File: src/sv/dsa_pkg.sv
// Shared types, constants and helper functions of the descriptor slot allocator.
package dsa_pkg;

	localparam int unsigned SLOT_COUNT_DEF    = 8192;
	localparam int unsigned FIRST_ALLOCATABLE = 3;
	localparam int unsigned IDX_W             = 13;
	localparam int unsigned SEL_W             = 16;
	localparam int unsigned CNT_W             = 14;
	localparam int unsigned BIT_W             = 6;
	localparam int unsigned WORD_W            = 64;
	localparam int unsigned WIDX_W            = IDX_W - BIT_W;
	localparam int unsigned GRP_SIZE          = 16;
	localparam logic [CNT_W-1:0] USED_RESET   = CNT_W'(2);
	localparam logic [IDX_W-1:0] SYS_SLOT_A   = IDX_W'(1);
	localparam logic [IDX_W-1:0] SYS_SLOT_B   = IDX_W'(2);

	localparam logic [1:0] MODE_ALLOC = 2'd0;
	localparam logic [1:0] MODE_FREE  = 2'd1;
	localparam logic [1:0] MODE_BUSY  = 2'd2;

	typedef struct packed {
		logic [1:0]       mode;
		logic [SEL_W-1:0] selector_in;
		logic [IDX_W-1:0] entry_index;
	} req_t;

	typedef struct packed {
		logic [SEL_W-1:0] selector_out;
		logic             found;
		logic [CNT_W-1:0] used_count;
	} rsp_t;

	typedef enum logic [3:0] {
		ST_IDLE,
		ST_GRP,
		ST_WRD,
		ST_RD,
		ST_LD,
		ST_CHK,
		ST_BIT,
		ST_WR,
		ST_RESP
	} state_t;

	typedef struct packed {
		logic load;
		logic grp_pick;
		logic wrd_pick;
		logic rd;
		logic ld;
		logic chk;
		logic bit_pick;
		logic wr;
		logic resp;
	} cmd_t;

	typedef struct packed {
		logic req_alloc;
		logic req_mod;
		logic alloc_q;
		logic grp_found;
	} stat_t;

	function automatic logic [3:0] lowest16(input logic [GRP_SIZE-1:0] v);
		logic [3:0] r;
		r = '0;
		for (int i = GRP_SIZE - 1; i >= 0; i--) begin
			if (v[i]) begin
				r = 4'(i);
			end
		end
		return r;
	endfunction

	function automatic logic [WORD_W-1:0] reset_word(input logic [WIDX_W-1:0] w,
		input int unsigned slots);
		logic [WORD_W-1:0] r;
		logic [IDX_W-1:0]  s;
		r = '0;
		for (int b = 0; b < WORD_W; b++) begin
			s    = {w, BIT_W'(b)};
			r[b] = (32'(s) < slots) && (s != SYS_SLOT_A) && (s != SYS_SLOT_B);
		end
		return r;
	endfunction

	function automatic logic [WORD_W-1:0] alloc_mask(input logic [WIDX_W-1:0] w);
		logic [WORD_W-1:0] r;
		r = '1;
		if (w == '0) begin
			r = ~((WORD_W'(1) << FIRST_ALLOCATABLE) - WORD_W'(1));
		end
		return r;
	endfunction

endpackage

File: src/sv/dsa_ctrl.sv
// Sequencing state machine of the descriptor slot allocator.
module dsa_ctrl (
	input  logic           clk,
	input  logic           arst_n,
	input  logic           start,
	output logic           busy,
	input  dsa_pkg::stat_t stat,
	output dsa_pkg::cmd_t  cmd
);

	dsa_pkg::state_t state_q, state_d;

	always_ff @(posedge clk or negedge arst_n) begin
		if (!arst_n) begin
			state_q <= dsa_pkg::ST_IDLE;
		end else begin
			state_q <= state_d;
		end
	end

	always_comb begin
		state_d = state_q;
		cmd     = '0;
		case (state_q)
			dsa_pkg::ST_IDLE: begin
				if (start) begin
					cmd.load = 1'b1;
					if (stat.req_alloc) begin
						state_d = dsa_pkg::ST_GRP;
					end else if (stat.req_mod) begin
						state_d = dsa_pkg::ST_RD;
					end else begin
						state_d = dsa_pkg::ST_RESP;
					end
				end
			end
			dsa_pkg::ST_GRP: begin
				cmd.grp_pick = 1'b1;
				state_d      = dsa_pkg::ST_WRD;
			end
			dsa_pkg::ST_WRD: begin
				if (stat.grp_found) begin
					cmd.wrd_pick = 1'b1;
					state_d      = dsa_pkg::ST_RD;
				end else begin
					state_d = dsa_pkg::ST_RESP;
				end
			end
			dsa_pkg::ST_RD: begin
				cmd.rd  = 1'b1;
				state_d = dsa_pkg::ST_LD;
			end
			dsa_pkg::ST_LD: begin
				cmd.ld  = 1'b1;
				state_d = stat.alloc_q ? dsa_pkg::ST_CHK : dsa_pkg::ST_WR;
			end
			dsa_pkg::ST_CHK: begin
				cmd.chk = 1'b1;
				state_d = dsa_pkg::ST_BIT;
			end
			dsa_pkg::ST_BIT: begin
				cmd.bit_pick = 1'b1;
				state_d      = dsa_pkg::ST_WR;
			end
			dsa_pkg::ST_WR: begin
				cmd.wr  = 1'b1;
				state_d = dsa_pkg::ST_IDLE;
			end
			dsa_pkg::ST_RESP: begin
				cmd.resp = 1'b1;
				state_d  = dsa_pkg::ST_IDLE;
			end
			default: begin
				state_d = dsa_pkg::ST_IDLE;
			end
		endcase
	end

	assign busy = (state_q != dsa_pkg::ST_IDLE);

endmodule

File: config.mk
export PLATFORM = sky130hd
export DESIGN_NAME = dsa_ctrl
export DESIGN_NICKNAME = d
export VERILOG_FILES = /design/src/sv/dsa_pkg.sv /design/src/sv/dsa_ctrl.sv
export SDC_FILE = /design/constraint.sdc
export NUM_CORES = 1
export LEC_CHECK = 0
export ABC_AREA = 1
export BUFFER_PORTS_ARGS = -buffer_cell sky130_fd_sc_hd__buf_2
export CAP_MARGIN = 20
export CORE_AREA = 2 2 39 41
export DETAILED_ROUTE_END_ITERATION = 12
export DIE_AREA = 0 0 41 43
export GPL_TIMING_DRIVEN = 0
export PLACE_DENSITY = 0.49
export SLEW_MARGIN = 20
export SYNTH_ARGS = -nofsm -noshare
export SYNTH_HDL_FRONTEND = slang
export SYNTH_SLANG_ARGS = --single-unit
File: constraint.sdc
create_clock -name clk -period 2.35 [get_ports clk]
set_input_delay 0.1175 -clock clk [delete_from_list [all_inputs] [get_ports clk]]
set_output_delay 0.1175 -clock clk [all_outputs]
set_load 0.01 [all_outputs]
Word level (Yosys, flattened, before mapping). Index checks and enable logic that the tools add are counted.

Word-level logic and storage cells: 29. Output and inout port bits: 10. Bits in registers: 4. Input port bits: 7.

Reductions and logical operators: 2. Equal/unequal tests: 9. Muxes and demuxes: 17.

Operator list (count): 4-bit case mux with 7 select lines (1); 4-bit by 3-bit == test with 1-bit output (second input constant) (4); 4-bit 2-to-1 mux (4); 1-bit 2-to-1 mux (11); 4-bit by 2-bit == test with 1-bit output (second input constant) (2); 4-bit by 1-bit == test with 1-bit output (second input constant) (1); 4-bit == test (second input constant) (1); 4-bit zero test (1); 4-bit nonzero test (1); 2-bit 2-to-1 mux (1); 2-bit != test (second input constant) (1).

Depth between registers and ports, before layout. Gate-level depths: netlist (run 1).

Word-level depth: 4. Mapped depth: 7.

Worst setup path before layout (run 1). Ideal clock, no wire load.

Kind: register -> output. From: register state_q[0]. To: output cmd[8] in the netlist's numbering. Setup slack: 1.210 ns. Cell stages (with the launch flop): 6. Arrival: 1.023 ns. Required time: 2.233 ns. Path buffers: 0. Path through: dfrtp_1 > nor2_2 > inv_2 > nor2_4 > inv_1 > nor2_1.

RTL lines: start: declaration (RTL line dsa_ctrl.sv:11) `dsa_pkg::state_t state_q, state_d;`; start signal: assignment (RTL line dsa_ctrl.sv:15) `state_q <= dsa_pkg::ST_IDLE;`; start signal: assignment (RTL line dsa_ctrl.sv:17) `state_q <= state_d;`; end: declaration (RTL line dsa_ctrl.sv:8) `output dsa_pkg::cmd_t cmd`.

==> out/summary.md, run 1 <==
The flow ran to the end, and the final reports show no timing, DRC or antenna violations. The signal arrival time at the worst endpoint came out at 1.37 ns. The wire-length estimate of the detail-placed layout is 612.1 um. In this run the register-to-register setup slack is 1.15 ns. The beginning of the worst register-to-register path is state_q[0]. Entering global routing, the biggest net connects 8 pins. The fraction of the mapped netlist area in compound gates was 4.280%; the area added between synthesis and finish was 41.25%. After clock tree synthesis, the setup repair step added 0 buffers.

In the routed design, unresolved DRC markers number 0. In this run the worst path has a maximum fanout of 7. The number of maximum-capacitance violations was 0; the count of buffers inserted at the top-level ports was 16. The count of pins on the block boundary was 17. Yosys mapped the design onto 14 distinct sky130hd cell types. Final weighted congestion in routability-driven placement: 0.6751. TritonCTS built the clock tree. The endpoint type of the worst setup path is an output pin.

The tools report the global-route usage over all layers as 10.48%. From bottom edge to top edge, the die measures 43 um. Setup repair after global routing left no endpoint under its margin.

For met1 alone, demand over resource in global routing was 13.03%. The detail route stage leaves a number of antenna-violating nets equal to 0. For the power after layout, the log shows 0.5481 mW.

Kind of critical path: reg -> out. Peak-usage layer in the global routing report: met2. The total area inside the core boundary comes to 1384 um2. The instance count after placement with tap cells included is 85.

0 antenna diodes ended up in the layout. The total placed instance area is 421.7 um2, and the register clock-pin slew on the reported worst setup and hold paths is 0.04 ns. The number of levels in the clock H-tree is 1, and the tightest hold margin is 0.1714 ns. Derived from the worst setup path, the maximum achievable clock frequency is 671.3 MHz. The global-route met2 utilization was 14.37%. The synthesized netlist devotes 0% of its cell area to XOR and XNOR gates. Subtracting the final worst setup slack from the clock period gives 1.490 ns. The routed design has 743 um of wire. The area share of and/or/nand/nor cells after synthesis is 48.25%. In the layout the commonest cells are buf_2 (16), inv_1 (13), nor2_1 (11), nand2_1 (10). In the final timing run, aggregate negative setup slack is 0 ns. By area, the combinational part of the netlist is dominated by simple AND/OR/NAND/NOR gates. At the worst endpoint, the required time is 2.23 ns.

The initialized floorplan defines 14 standard-cell rows. Of the total synthesized cell area, the portion taken by full adders, half adders and majority gates is 0%. The tools report the worst setup slack after placement as 1.097 ns. The register with the most flip-flops in the layout has 4 of them. Leading cell type in the layout, fill and taps excluded: buf_2.

The cell depth of the worst hold path was 4; the worst-case reg-to-reg path depth was 6. The final worst-path setup slack was 0.8604 ns; the worst setup skew after layout was 0.001448 ns. The final hold violation count came out at 0.

The portion of synthesized area spent on multiplexers is 0%. The stage delay of the slowest cell on the critical path is 0.44 ns. Clock latency on the worst-skew pair, taken at its later pin, is 0.23 ns. The endpoint identified for the worst register-to-register timing path is state_q[1]. The final setup violation count is 0. The final layout contains 82 nets. The hold-fix buffer count after cts is 1. The critical path goes through nor2_2, inv_2, nor2_4, inv_1, nor2_1, buf_2. The worst hold path belongs to the class in -> reg. The clock passes through at most 2 buffers. The synthesized design contains 4 register bits. Once the floorplan was initialized, standard cells occupied 23.24% of the core. The share of the clock period used by the worst path is 63.39%. The tools report the post-synthesis instance total as 53.

The net count of the mapped netlist is 60. Count of placed standard cells in the final layout, fillers left out: 89. The largest individual stage delay along the critical path comes from the cell dfrtp_1. Fraction of the yosys area taken by sequential cells: 31.13%. The worst min-delay path endpoint was state_q[3]. Root buffer cell: clkbuf_4.

Summing over every cut layer, the via total after detailed routing is 350. The relative max-transition margin was 77.61%; the initial antenna violation count was 0. In this run, CTS created clock tree buffers numbering 3.

The number of global-route vias before repair was 322; the utilization of the core after routing was 32.82%. The startpoint identified for the worst hold timing path is stat[2]. After detailed routing, the average wire length per cell comes to 8.348 um. Global routing used 3.141% of the available met3 tracks. Dividing the synthesized area by the synthesized cell count gives 6.067 um2. Final max-slew violation count: 0.

The run gives 0 as the count of warnings emitted by yosys. Before antenna repair, the detailed router went through 4 iterations. The logs give 4 for the TritonCTS sink count and 454.2 um2 for the post-layout instance area. For the pin with the worst max-slew slack, the measured transition is 0.3346 ns.

The worst-case IR drop observed on VDD is 387.4 uV. The run gives 4 as the initial detailed-routing violation count. The largest registers in the layout are state_q x4. For this run the aggregate overflow at the end of global routing stands at 0.

STA classifies the critical path startpoint as a flop. The first global-routing pass estimated 1200 um of wire. The register with the most flip-flops in the final layout is state_q.

Post-cts repair resize count: 0. For the layout filler cell count, the log shows 168. The detailed-route vias per instance was 3.933. Cells with a size suffix above 1 make up 32.88% of the layout.

The full die area came out at 1763 um2. Summing every instance area after synthesis gives 321.6 um2. In this run the power density over the cells is 1207 nW/um2. The leakage power of the design is 0.3001 nW, and the horizontal die dimension is 41 um.
-- cells in the mapped netlist --
cell type / number / area (um2)
nand2_1: 10 / 37.54
a21oi_2: 1 / 8.760
dfrtp_1: 4 / 100.1
nor3_1: 3 / 15.01
nor2_1: 11 / 41.29
o21ai_0: 1 / 5.000
nand3_2: 1 / 10.01
inv_2: 1 / 3.750
nand3_1: 4 / 20.02
or2_1: 1 / 6.260
inv_1: 13 / 48.80
nor2_4: 1 / 11.26
nand3b_1: 1 / 7.510
nor2_2: 1 / 6.260
-- cells by family (layout without fill, tap and decap cells) --
logic type / after synthesis / count (layout)
flops: 4 / 4
compound gates: 2 / 2
buf+inv: 14 / 34
simple gates: 33 / 33
-- where the power goes --
part,switching [mW],internal [mW],leakage (nW)
clock,0.0259,0.0570,0.0138
sequential,0.0325,0.0997,0.0515
combinational,0.212,0.121,0.235
-- cell type report --
cell class / count / area [um2] / area share [%]
clock buffers: 3 / 22.52 / 4.959
inverters: 14 / 52.55 / 11.57
multi-input cells: 35 / 168.9 / 37.19
flip-flops and latches: 4 / 100.1 / 22.04
well taps: 16 / 20.02 / 4.408
repair buffers: 17 / 90.09 / 19.83
-- critical path, delay by kind of cell, from the launching register on --
| kind | cells | cell delay (ns) |
|---|---|---|
| buf+inv | 3 | 0.27 |
| flops | 1 | 0.44 |
| simple gates | 3 | 0.42 |
-- worst max-delay path by stage --
stage,startpoint,endpoint,slack [ns],cells past startpoint
floorplan,state_q[0],cmd[8],1.21,5
global placement,state_q[0],cmd[8],1.10,6
detailed placement,state_q[0],cmd[8],1.10,6
CTS,state_q[0],cmd[8],0.83,6
global route,state_q[0],cmd[8],0.74,6
finish,state_q[0],cmd[8],0.86,6
-- layer usage --
metal	up-vias	wire length (um)	part of all wire (%)
met3	0	31	4.2
met5	-	0	0
met1	143	378	51
met4	0	0	0
met2	10	333	45
li1	197	-	-
Note: power is estimated with default switching activity, not from simulation.
==> run 2: changes to the inputs <==
==> constraint.sdc (replaced) <==
create_clock -name clk -period 1.39 [get_ports clk]
set_input_delay 0.0695 -clock clk [delete_from_list [all_inputs] [get_ports clk]]
set_output_delay 0.0695 -clock clk [all_outputs]
set_load 0.01 [all_outputs]
==> run 2 against run 1 <==
Compared with the run above:
- setup slack worse by 0.81 ns
- global-route usage did not move
- die area stayed put
- clock skew barely moved
- flip-flop and latch count stayed put
- register-to-register slack got worse by 0.97 ns
- sequential power is 83% higher
- routed wire length increased by 5.0%
- utilization increased by 3.0 points
- critical path type unchanged
- largest cell class unchanged
==> out/summary.md, run 2 (synthesized netlist as in run 1, its figures left out) <==
The share of the clock period used by the worst path was 96.46%. The initial utilization of the core area, before any placement, comes to 23.24%. For this block, the initial DRC count from the detailed router was 4.

Final antenna diode count: 0. In this run the core area contains 14 standard-cell rows. The number of cells on the worst reg-to-reg path is 7. The fmax was 745.8 MHz; the area added between synthesis and finish was 54.09%.

The TritonCTS sink count was 4; the global-route usage over all layers was 10.48%. Kind of critical path: reg -> out. The smallest clock period supported by the final layout is computed as 1.341 ns.

The count of buffers inserted at the top-level ports is 16, and the actual slew at the worst max-slew pin is 0.2241 ns. The worst setup path is launched from a flop. For the detailed-router iteration count before antenna repair, the log shows 4. The tools report the relative max-transition margin as 85.05%. The logs give 35.80% for the utilization of the core after routing and 2 for the number of buffers between clock root and the deepest sink.

The horizontal die dimension was 41 um; the count of pins on the block boundary was 17. TritonCTS built the clock tree. Measured along the y axis, the die boundary spans 43 um. The number of maximum-capacitance violations is 0, and the final hold violation count is 0. The number of global-route vias before repair is 324, and the peak supply drop is 675.0 uV. The run gives 1200 um as the wire length of the first global-routing pass. In the layout the commonest cells are buf_2 (16), inv_1 (12), nand2_1 (10), nor2_1 (9). The run finished with clean final reports.

STA classifies the critical path endpoint as an output pin. The leakage power of the design is 0.3199 nW, and the share of cells above drive strength 1 is 41.56%. The largest registers in the layout are state_q x4. The cell depth of the worst hold path is 4, and the footprint of the flip-flops and latches is 101.3 um2. The total clock buffers created by CTS was 3.

Setup repair after global routing could not meet its margin everywhere. For the later-pin clock latency in the skew report, the log shows 0.23 ns. The register with the most flip-flops is state_q.

At the worst endpoint, the required time is 1.32 ns. The register with the most flip-flops in the layout has 4 of them. In this run the critical register-to-register path is captured at state_q[1].

At the end of routability-driven placement, the weighted congestion stood at 0.6751. The largest fanout on the critical path was 7. In this run the critical register-to-register path is launched from state_q[0]. The startpoint identified for the worst hold timing path is stat[2]. The detailed-route vias per instance works out to 3.968.

Counting the fill cells in the layout gives 163. Leaving out fill and tap cells, the most frequent cell in the layout is buf_2. After clock tree synthesis, the clock-pin slew on the worst setup and hold paths is 0.04 ns. Root buffer cell: clkbuf_4.

Data arrives at the worst endpoint at 1.27 ns. Entering global routing, the biggest net connects 8 pins. The routed design has 780 um of wire.

The number of levels in the clock H-tree is 1, and the number of nets in the layout is 86. The post-route antenna net violation count was 0. The class of the tightest hold or removal check is in -> reg. The area of the placeable core is 1384 um2, and the full die area is 1763 um2.

The worst min-delay path endpoint is state_q[3]. The setup check on the worst reg-to-reg path leaves a slack of 0.18 ns. After detailed routing, the average wire length per cell comes to 8.387 um. OpenSTA, run right after detailed placement, puts the worst setup slack at 0.1835 ns. The routed layout has 369 vias. The final max-slew violation count was 0; the power density over the cells was 2160 nW/um2. In the final layout, the multi-input gates occupy 178.9 um2.

The total global routing overflow came out at 0. For this run, design rule violations remaining after detail routing come to 0. The logs give 0 for the initial antenna violation count and 0 for the final setup violation count. Across the routed clock network, the largest skew measured is 0.001113 ns. The run gives 612.1 um as the HPWL after detailed placement. Setup slack on the critical path of the routed design comes to 0.04923 ns.
==> run 2: changes by cell type in the layout (fill, tap and decap cells not counted) <==
cell,previous run,this run
inv_1,13,12
nor2_1,11,9
nor2_2,1,2
inv_2,1,2
dfrtp_1,4,3
nor2_4,1,2
buf_4,0,4
dfrtp_2,0,1
==> run 2: how the worst max path moves through the flow <==
stage / from / to / slack, ns / cells after the start
global placement: state_q[0] / cmd[8] / 0.19 / 6
finish: state_q[0] / cmd[8] / 0.05 / 6
global route: state_q[0] / cmd[8] / -0.03 / 6
detailed placement: state_q[0] / state_q[0] / 0.18 / 6
CTS: state_q[2] / cmd[6] / 0.02 / 4
floorplan: state_q[0] / cmd[8] / 0.30 / 5
==> run 2: repair_timing <==
item	in CTS	in global routing
pin swaps	1	1
gates resized for setup	2	3
gates cloned	0	0
setup endpoints to repair	2	3
hold buffers	1	0
setup buffers	0	4
hold endpoints to repair	4	0
==> run 2: area by class of cell <==
| cell class | instances | area share, % |
|---|---|---|
| Tap cell | 16 | 4.040 |
| Inverter | 14 | 10.61 |
| Sequential cell | 4 | 20.45 |
| Clock buffer | 3 | 4.545 |
| Multi-Input combinational cell | 35 | 36.11 |
| Timing Repair Buffer | 21 | 24.24 |
==> run 2: power by group <==
| group | total (mW) | switching, mW | internal [mW] |
|---|---|---|---|
| registers | 0.241 | 0.0697 | 0.171 |
| logic | 0.689 | 0.389 | 0.300 |
| clock network | 0.140 | 0.0440 | 0.0963 |
==> run 2: through the flow <==
step	cell area [um2]	std cells	total power, mW	hold slack, ns	setup TNS, ns
6_report	495.5	93	1.070	0.1257	0
5_1_grt	495.5	93	1.184	0.1486	-0.02931
4_1_cts	460.4	89	0.9651	0.1199	0
3_5_place_dp	421.7	85	0.7955	-0.1226	0
3_3_place_gp	421.7	85	0.7913	-0.1224	0
2_1_floorplan	321.6	53	0.6243	-0.2261	0
==> run 2: routing by layer <==
layer / GRT usage (%) / part of all wire, % / up-vias
met4: 8.000 / 0 / 0
li1: - / - / 205
met2: 14.37 / 46 / 10
met1: 13.03 / 50 / 154
met5: 0 / 0 / -
met3: 3.141 / 4.0 / 0
==> run 2: worst max-delay path, stage by stage (launching register included) <==
cell,delay (ns)
dfrtp_2,0.45
nor2_4,0.15
inv_2,0.07
nor2_4,0.13
inv_2,0.05
nor2_1,0.07
buf_2,0.13
